File: src/rtl/core/assert_macros.svh
// assertion macros used by the top-level rtl file
// no dependencies
`ifndef ASSERT_MACROS_SVH
`define ASSERT_MACROS_SVH

// property a implies property b in the same cycle
`define ASSERT_IMPLIES(label, clk, rst, a, b) \
  label: assert property (@(posedge clk) disable iff (rst) (a) |-> (b)) \
    else $error("assertion failed");

// property a implies b in the next cycle
`define ASSERT_NEXT(label, clk, rst, a, b) \
  label: assert property (@(posedge clk) disable iff (rst) (a) |=> (b)) \
    else $error("assertion failed");

`endif

File: src/rtl/core/dpc_pkg.sv
// shared constants for the divisor pair counter
// no dependencies
package dpc_pkg;

  localparam int NumberWidthDefault = 40;
  localparam int CountWidth = 13;
  localparam logic [CountWidth-1:0] CountMax = '1;

endpackage

File: src/rtl/core/dpc_front.sv
// front part: accepts transactions and classifies them (zero bound)
// depends on dpc_pkg
module dpc_front
  import dpc_pkg::*;
#(
  parameter int NUMBER_WIDTH = NumberWidthDefault
) (
  input  logic                    clk,
  input  logic                    rst,
  input  logic                    in_valid,
  output logic                    in_stall,
  input  logic [NUMBER_WIDTH-1:0] number,
  input  logic [NUMBER_WIDTH-1:0] min_divisor,
  output logic                    q_valid,
  input  logic                    q_stall,
  output logic [NUMBER_WIDTH-1:0] q_number,
  output logic [NUMBER_WIDTH-1:0] q_start
);

  // one-entry skid queue toward the back part
  logic                    full;
  logic [NUMBER_WIDTH-1:0] num_reg;
  logic [NUMBER_WIDTH-1:0] start_reg;

  assign in_stall = full && q_stall;
  assign q_valid  = full;
  assign q_number = num_reg;
  assign q_start  = start_reg;

  always_ff @(posedge clk) begin
    if (rst) begin
      full <= 1'b0;
    end else if (in_valid && !in_stall) begin
      full <= 1'b1;
    end else if (!q_stall) begin
      full <= 1'b0;
    end
  end

  // a zero bound counts from one
  always_ff @(posedge clk) begin
    if (in_valid && !in_stall) begin
      num_reg   <= number;
      start_reg <= (min_divisor == '0) ? NUMBER_WIDTH'(1) : min_divisor;
    end
  end

endmodule

File: src/rtl/core/dpc_back.sv
// back part: iterative trial division over candidates and counting
// depends on dpc_pkg
module dpc_back
  import dpc_pkg::*;
#(
  parameter int NUMBER_WIDTH = NumberWidthDefault
) (
  input  logic                    clk,
  input  logic                    rst,
  input  logic                    q_valid,
  output logic                    q_stall,
  input  logic [NUMBER_WIDTH-1:0] q_number,
  input  logic [NUMBER_WIDTH-1:0] q_start,
  output logic                    out_valid,
  input  logic                    out_stall,
  output logic [CountWidth-1:0]   divisor_count
);

  localparam int SqW = 2 * NUMBER_WIDTH + 2;
  localparam int RemW = NUMBER_WIDTH;
  localparam int StepW = $clog2(NUMBER_WIDTH + 1);

  localparam logic [2:0] S_IDLE = 3'd0;
  localparam logic [2:0] S_MUL  = 3'd1;
  localparam logic [2:0] S_CMP  = 3'd2;
  localparam logic [2:0] S_DIV  = 3'd3;
  localparam logic [2:0] S_OUT  = 3'd4;

  logic [2:0]              state;
  logic [NUMBER_WIDTH-1:0] n;
  logic [NUMBER_WIDTH-1:0] n_shift;
  logic [NUMBER_WIDTH-1:0] mul_bits;
  logic [NUMBER_WIDTH:0]   d;
  logic [SqW-1:0]          sq;
  logic [CountWidth-1:0]   cnt;
  logic [RemW:0]           rem;
  logic [StepW-1:0]        step;

  // restoring division, one quotient bit per cycle
  logic [RemW+1:0] rem_shift;
  logic [RemW+1:0] rem_sub;
  assign rem_shift = {rem, n_shift[NUMBER_WIDTH-1]};
  assign rem_sub   = rem_shift - (RemW+2)'(d);

  assign q_stall       = (state != S_IDLE);
  assign out_valid     = (state == S_OUT);
  assign divisor_count = cnt;

  // sequencer: square the start once, then compare, divide, advance
  // the square of the next candidate is kept as sq + 2d + 1
  always_ff @(posedge clk) begin
    if (rst) begin
      state <= S_IDLE;
    end else begin
      unique case (state)
        S_IDLE: begin
          if (q_valid) begin
            n        <= q_number;
            d        <= {1'b0, q_start};
            mul_bits <= q_start;
            sq       <= '0;
            step     <= '0;
            cnt      <= '0;
            state    <= S_MUL;
          end
        end
        S_MUL: begin
          // shift-add square, multiplier bits msb first
          sq       <= {sq[SqW-2:0], 1'b0} + (mul_bits[NUMBER_WIDTH-1] ? SqW'(d) : SqW'(0));
          mul_bits <= {mul_bits[NUMBER_WIDTH-2:0], 1'b0};
          if (step == StepW'(NUMBER_WIDTH - 1)) begin
            state <= S_CMP;
          end else begin
            step <= step + 1'b1;
          end
        end
        S_CMP: begin
          if (d[NUMBER_WIDTH] || sq >= SqW'(n)) begin
            state <= S_OUT;
          end else begin
            rem     <= '0;
            step    <= '0;
            n_shift <= n;
            state   <= S_DIV;
          end
        end
        S_DIV: begin
          if (!rem_sub[RemW+1]) begin
            rem <= rem_sub[RemW:0];
          end else begin
            rem <= rem_shift[RemW:0];
          end
          n_shift <= {n_shift[NUMBER_WIDTH-2:0], 1'b0};
          if (step == StepW'(NUMBER_WIDTH - 1)) begin
            if ((rem_sub[RemW+1] ? rem_shift : rem_sub) == '0 && cnt != CountMax) begin
              cnt <= cnt + 1'b1;
            end
            d     <= d + 1'b1;
            sq    <= sq + SqW'({d, 1'b1});
            state <= S_CMP;
          end else begin
            step <= step + 1'b1;
          end
        end
        S_OUT: begin
          if (!out_stall) begin
            state <= S_IDLE;
          end
        end
        default: state <= S_IDLE;
      endcase
    end
  end

endmodule

File: src/rtl/core/divisor_pair_counter_top.sv
// Divisor pair counter. Input channel: number, min_divisor with in_valid /
// in_stall; output channel: divisor_count with out_valid / out_stall.
// For each transaction the block returns how many divisors d of number
// satisfy d >= min_divisor and d*d < number (saturating at 8191).
// The front part registers a transaction into a one-entry queue; the back
// part squares the bound once (shift-add) and then walks candidates upward
// while d*d < number; each candidate takes a compare and then a restoring
// division with one bit per cycle. One transaction is processed at a time
// and one more can wait in the queue; the back part returns to idle once its
// result leaves and takes the next one from there.
// Reset empties the queue and idles the back part; nothing is kept
// between transactions.
// When the receiver stalls, the result holds on the ports and the back
// part takes no new work; the front then stalls once its queue is full.
// depends on dpc_pkg, dpc_front, dpc_back, assert_macros.svh
`include "assert_macros.svh"
module divisor_pair_counter_top
  import dpc_pkg::*;
#(
  parameter int NUMBER_WIDTH = NumberWidthDefault
) (
  input  logic                    clk,
  input  logic                    rst,
  input  logic                    in_valid,
  output logic                    in_stall,
  input  logic [NUMBER_WIDTH-1:0] number,
  input  logic [NUMBER_WIDTH-1:0] min_divisor,
  output logic                    out_valid,
  input  logic                    out_stall,
  output logic [CountWidth-1:0]   divisor_count
);

  logic                    q_valid;
  logic                    q_stall;
  logic [NUMBER_WIDTH-1:0] q_number;
  logic [NUMBER_WIDTH-1:0] q_start;

  dpc_front #(.NUMBER_WIDTH(NUMBER_WIDTH)) u_front (
    .clk, .rst, .in_valid, .in_stall, .number, .min_divisor,
    .q_valid, .q_stall, .q_number, .q_start
  );

  dpc_back #(.NUMBER_WIDTH(NUMBER_WIDTH)) u_back (
    .clk, .rst, .q_valid, .q_stall, .q_number, .q_start,
    .out_valid, .out_stall, .divisor_count
  );

  // queue entry never has a zero start
  `ASSERT_IMPLIES(a_start_nonzero, clk, rst, q_valid, q_start != '0)
  // a result leaves before the back part takes new work
  `ASSERT_IMPLIES(a_busy_out, clk, rst, out_valid, q_stall)
  // a stalled result holds its value
  `ASSERT_NEXT(a_hold, clk, rst, out_valid && out_stall, $stable(divisor_count))

endmodule
File: config.mk
export PLATFORM = sky130hd
export DESIGN_NAME = divisor_pair_counter_top
export DESIGN_NICKNAME = d
export VERILOG_FILES = /design/src/rtl/core/dpc_pkg.sv /design/src/rtl/core/dpc_front.sv /design/src/rtl/core/dpc_back.sv /design/src/rtl/core/divisor_pair_counter_top.sv
export VERILOG_INCLUDE_DIRS = /design/src /design/src/rtl/core
export SDC_FILE = /design/constraint.sdc
export NUM_CORES = 1
export LEC_CHECK = 0
export BUFFER_PORTS_ARGS = -buffer_cell sky130_fd_sc_hd__buf_4
export CAP_MARGIN = 20
export CORE_ASPECT_RATIO = 0.75
export CORE_MARGIN = 2
export CORE_UTILIZATION = 45
export CTS_CLUSTER_SIZE = 25
export DETAILED_ROUTE_END_ITERATION = 12
export GPL_TIMING_DRIVEN = 0
export PLACE_DENSITY = 0.63
export SYNTH_ARGS = -nofsm -noshare
export SYNTH_HDL_FRONTEND = slang
export SYNTH_SLANG_ARGS = --single-unit
File: constraint.sdc
create_clock -name clk -period 10.3 [get_ports clk]
set_input_delay 1.545 -clock clk [delete_from_list [all_inputs] [get_ports clk]]
set_output_delay 1.545 -clock clk [all_outputs]
set_load 0.1 [all_outputs]
# Yosys cells after proc, flatten, opt, wreduce, memory -nomap -nowiden
# Cells that the tools add are included.
# word_totals
register_bits	387
wordCells	87
in_bits	84
output_inout_bits	15
# classes
order_cmp	1
muxes	30
eq_ne	14
n_addsub	6
reduce_logical	23
bitwise	1
# ops
cell	n
$pmux 82 s3	1
$mux 41	5
$mux 82	2
$pmux 41 s2	2
$pmux 40 s2	2
$add 82x42->82	1
$add 82x82->82	1
$ge 82x40->1	1
$mux 40	2
$logic_not 42->1	1
$mux 42	1
$sub 42x41->42	1
$add 41x1->41 const B	1
$logic_not 40->1	1
$mux 13	3
$pmux 13 s2	1
$mux 6	3
$pmux 6 s3	1
$add 13x1->13 const B	1
$ne 13x13->1 const B	1
$mux 3	4
$pmux 3 s4	1
$reduce_and 3->1	4
$ne 2x2->1 const B	5
other kinds (17)	29

# Logic depth before layout (Yosys ltp)
# depth
ltp_word	7
depth_mapped	27
ltp_nobuf	25

# By module
# A second synthesis with hierarchy kept.
# hier_totals
hier_cells	2750
area_unflattened_um2	26062.5
# modules_own_cells
mod	cells_per_inst	instances	area_per_inst_um2	seq_area_each_um2
dpc_back	2611	1	23368.7	9158.8
dpc_front	139	1	2693.8	2422.3

# Worst setup path after synthesis
# Ideal clock, no wire load.
# synth_timing
kind	reg2reg
from	reg u_back.sq[19]
to	reg u_back.n_shift[0] (enable)
path_buffers	0
t_arrival_ps	7785
period_less_slack_ps	8404
stages_incl_launch_ff	13
slack_ps	1896
required_ps	9680
setup_time_ps	620
path_cell_list	edfxtp_1 > ha_1 > a21o_1 > a21o_1 > a21o_1 > a21oi_1 > nor2_1 > a211oi_1 > o21ai_0 > a221o_1 > a21boi_0 > nor2_1 > nor3_1
# synth_between
elab_chain_len	4
# synth_lines
item	line	source
from (decl)	dpc_back.sv:34	logic [SqW-1:0] sq;
from (signal assigned)	dpc_back.sv:69	sq <= {sq[SqW-2:0], 1'b0} + (mul_bits[NUMBER_WIDTH-1] ? SqW'(d) : SqW'(0));
from (signal assigned)	dpc_back.sv:99	sq <= sq + SqW'({d, 1'b1});
$ge 82x40->1	dpc_back.sv:78	if (d[NUMBER_WIDTH] || sq >= SqW'(n)) begin
$logic_or 1x1->1	dpc_back.sv:78	
$ne 2x2->1 (no source line)	n/a	
$reduce_and 3->1 (no source line)	n/a	
to (signal assigned)	dpc_back.sv:83	n_shift <= n;
to (signal assigned)	dpc_back.sv:93	n_shift <= {n_shift[NUMBER_WIDTH-2:0], 1'b0};
to (decl)	dpc_back.sv:31	logic [NUMBER_WIDTH-1:0] n_shift;
# Every way passes these cells.
# A chain may end at the register's enable or synchronous reset.

# Worst setup path after layout
# layout_timing
from	reg u_back.d[24]
to	reg u_back.cnt[7], in the netlist u_back.divisor_count[7] (enable)
# layout_between
elab_chain_len	6
# layout_lines
item	line	source
from (decl)	dpc_back.sv:33	logic [NUMBER_WIDTH:0] d;
from (signal assigned)	dpc_back.sv:59	d <= {1'b0, q_start};
from (signal assigned)	dpc_back.sv:98	d <= d + 1'b1;
$sub 42x41->42	dpc_back.sv:43	assign rem_sub = rem_shift - (RemW+2)'(d);
$mux 42	dpc_back.sv:95	if ((rem_sub[RemW+1] ? rem_shift : rem_sub) == '0 && cnt != CountMax) begin
$logic_not 42->1	dpc_back.sv:95	
$logic_and 1x1->1	dpc_back.sv:95	
$ne 2x1->1 (no source line)	n/a	
$reduce_and 5->1 (no source line)	n/a	
to (signal assigned)	dpc_back.sv:96	cnt <= cnt + 1'b1;
to (decl)	dpc_back.sv:35	logic [CountWidth-1:0] cnt;
# Every way passes these cells.

==> impl_metrics.env <==
export IMPL_die_w_um=281
export IMPL_cts_resized_gates=0
export IMPL_finalNetCount=3090
export IMPL_nFillCells=5319
export IMPL_cts_tree="yes"
export IMPL_drive_gt1_share_pct=9.27
export IMPL_htreeDepth=2
export IMPL_clkLatencyLatePin_ns=0.59
export IMPL_cts_buffers=43
export IMPL_hpwl_um=61700
export IMPL_synth_simple_area_share_pct=16.7
export IMPL_synth_enable_flop_cells=383
export IMPL_setup_viol=0
export IMPL_powerDensity_mw_per_mm2=135
export IMPL_endpoint_kind="flip-flop"
export IMPL_rrSetupSlack_ns=1.68
export IMPL_synth_xor_area_share_pct=7.96
export IMPL_synth_cell_type_count=86
export IMPL_synth_mux_area_fraction_pct=2.49
export IMPL_max_freq_mhz=116
export IMPL_status="completed"
export IMPL_drv_cap=0
export IMPL_rsz0062_at_grt="no"
export IMPL_cts_hold_buf=0
export IMPL_firstDrtPassIters=5
export IMPL_seq_area_frac_synth_pct=44.6
export IMPL_clock_skew_ns=0.0205
export IMPL_arrival_ns=8.92
export IMPL_drt_iter0_drc=1962
export IMPL_antenna_found_initial=1
export IMPL_core_mm2=0.0572
export IMPL_grtUsageTotal_pct=26.8
export IMPL_min_period_ns=8.62
export IMPL_viasPerCell=5.87
export IMPL_ys_async_sr_fraction_pct=0
export IMPL_synth_compound_area_share_pct=15.7
export IMPL_p_leak_nw=11.2
export IMPL_required_ns=10.59
export IMPL_tightest_slew_ns=1.26
export IMPL_critPathLaunchType="flip-flop"
export IMPL_ant_nets=0
export IMPL_num_rows=76
export IMPL_dp_worst_setup_slack_ns=2.05
export IMPL_wire_per_inst_um=22.0
export IMPL_synth_avg_cell_area_um2=9.71
export IMPL_grt_pass1_wl_um=123000
export IMPL_yosysWarnings=0
export IMPL_final_cell_area_mm2=0.0293
export IMPL_portBuffers=98
export IMPL_final_max_slew_viol_count=0
export IMPL_die_height_um=212
export IMPL_ctsLongestPathBuffers=3
export IMPL_drc=0
export IMPL_ys_flop_type="edfxtp_1"
export IMPL_synth_top_family_by_area="simple AND/OR/NAND/NOR gates"
export IMPL_dpl_cell_area_mm2=0.0280
export IMPL_clk_root_buffer_cell="clkbuf_16"
export IMPL_wirelength_um=80300
export IMPL_hold_path_class="reg -> reg"
export IMPL_total_power_w=0.00395
export IMPL_dpl_cell_count=3572
export IMPL_period_share_pct=83.7
export IMPL_gp_congestion=0.963
export IMPL_synth_area_mm2=0.0260
export IMPL_synth_net_count=2926
export IMPL_hold_viol_final=0
export IMPL_die_area_mm2=0.0597
export IMPL_fin_util_pct=51.2
export IMPL_grt_max_degree=35
export IMPL_clk_pin_slew_ns=0.06
export IMPL_cp_max_fo=10
export IMPL_final_cells=3652
export IMPL_cts_sinks=387
export IMPL_post_cts_repair_setup_buffers=0
export IMPL_synthCells=2673
export IMPL_area_delta_synth_final_pct=13.0
export IMPL_peakVddDrop_mv=0.133
export IMPL_slew_headroom_pct=16.3
export IMPL_vias=21429
export IMPL_synth_adder_area_share_pct=8.23
export IMPL_ioPinCount=99
export IMPL_first_global_vias=20544
export IMPL_synth_seq_cells=387
export IMPL_gr_total_overflow=0
export IMPL_start_util_pct=45.4
export IMPL_worst_setup_path_type="reg -> reg"
export IMPL_setup_ws_ns=1.68
-- power by group --
part	leakage (nW)	internal [W]	switching (W)
sequential	3.64	0.00181	0.0000529
combinational	6.95	0.000226	0.000362
clock	0.647	0.000823	0.000676
-- routing by layer --
layer | vias to the layer above | part of all wire [%] | GRT usage (%)
li1 | 10074 | - | -
met1 | 10362 | 46 | 39.5
met2 | 880 | 44 | 41.6
met3 | 113 | 7.7 | 3.78
met4 | 0 | 2.1 | 6.49
met5 | - | 0 | 0
-- cells by family (layout without fill, tap and decap cells) --
kind of cell	after synthesis	count (layout)
compound gates	613	613
xor+xnor	236	236
fa+ha+maj	169	169
buf+inv	294	492
flops	387	387
mux	59	59
other cells	0	1
simple gates	915	915
-- sequential cells by signal (all words and copies together), names as in the netlist, 13 cells and up --
name	flops
u_front.q_start	40
u_back.d	41
u_back.sq	82
u_back.n_shift	40
u_back.rem	41
u_front.q_number	40
u_back.n	40
u_back.mul_bits	40
u_back.divisor_count	13
-- cell usage after synthesis (41+ instances only) --
library cell,n,area share [%]
nand4_1,64,1.5
o21ai_0,111,2.1
a21oi_1,162,3.1
mux2_2,41,1.8
a21o_1,84,2.4
nor2_1,220,3.2
o22ai_1,54,1.3
nand3_1,72,1.4
inv_1,132,1.9
xnor2_1,175,5.9
clkbuf_1,140,2.0
nor3_1,54,1.0
nand2_1,301,4.4
and2_1,51,1.2
xor2_1,61,2.1
ha_1,166,8.0
edfxtp_1,383,44
-- cell usage in the layout (no fill, tap or decap), types with 43 or more instances in the layout --
| cell type | netlist | final |
|---|---|---|
| a21o_1 | 84 | 84 |
| clkbuf_1 | 140 | 151 |
| nor2_1 | 220 | 218 |
| o22ai_1 | 54 | 54 |
| nand4_1 | 64 | 64 |
| a21oi_1 | 162 | 161 |
| nand3_1 | 72 | 72 |
| inv_1 | 132 | 132 |
| edfxtp_1 | 383 | 383 |
| o21ai_0 | 111 | 111 |
| buf_4 | 1 | 102 |
| nand2_1 | 301 | 301 |
| and2_1 | 51 | 51 |
| clkbuf_16 | 0 | 43 |
| xor2_1 | 61 | 61 |
| nor3_1 | 54 | 52 |
| xnor2_1 | 175 | 175 |
| ha_1 | 166 | 166 |
-- final timing paths --
path | startpoint | to | depth (start not counted)
setup / recovery | u_back.d[24] | u_back.divisor_count[7] | 25
hold / removal | u_front.q_number[0] | u_back.n[0] | 0
setup reg to reg | u_back.d[24] | u_back.divisor_count[7] | 25
hold reg to reg | u_front.q_number[0] | u_back.n[0] | 0
-- area by class of cell --
class	count	area, um2	area share (%)
multi-input cells	1992	13300	45.4
flip-flops and latches	387	11600	39.5
clock buffers	57	1160	3.95
repair buffers	119	1030	3.51
well taps	780	976	3.33
plain buffers	161	618	2.11
inverters	133	499	1.70
clock inverters	22	160	0.546
diodes	1	2.50	0.00853
-- per-stage QoR --
step | hold slack [ns] | TNS [ns]
after floorplan | 0.400 | 0
after global placement | 0.401 | -216.47
after detailed placement | 0.405 | 0
after CTS | 0.418 | 0
after global routing | 0.424 | 0
final | 0.416 | 0
-- critical path: stages (launching register included) --
cell and delay (ns):
edfxtp_1 0.48, inv_1 0.13, ha_1 0.29, clkbuf_1 0.34, and3_1 0.22, clkbuf_1 0.23, nand2_1 0.15, nor4_1 0.49
a21o_1 0.23, a41oi_1 0.14, o21ba_2 0.25, nor2b_1 0.10, o21ai_0 0.08, nand2b_1 0.09, ha_1 0.29, clkbuf_1 0.59
clkbuf_1 0.78, mux2i_1 0.45, nand4_1 0.15, nor4_1 0.81, nand4_1 0.17, nor4_1 0.59, nand4_1 0.15, or4_1 0.52
o21ai_1 0.31, buf_4 0.28
No activity file was read; power rests on OpenSTA's default activity.
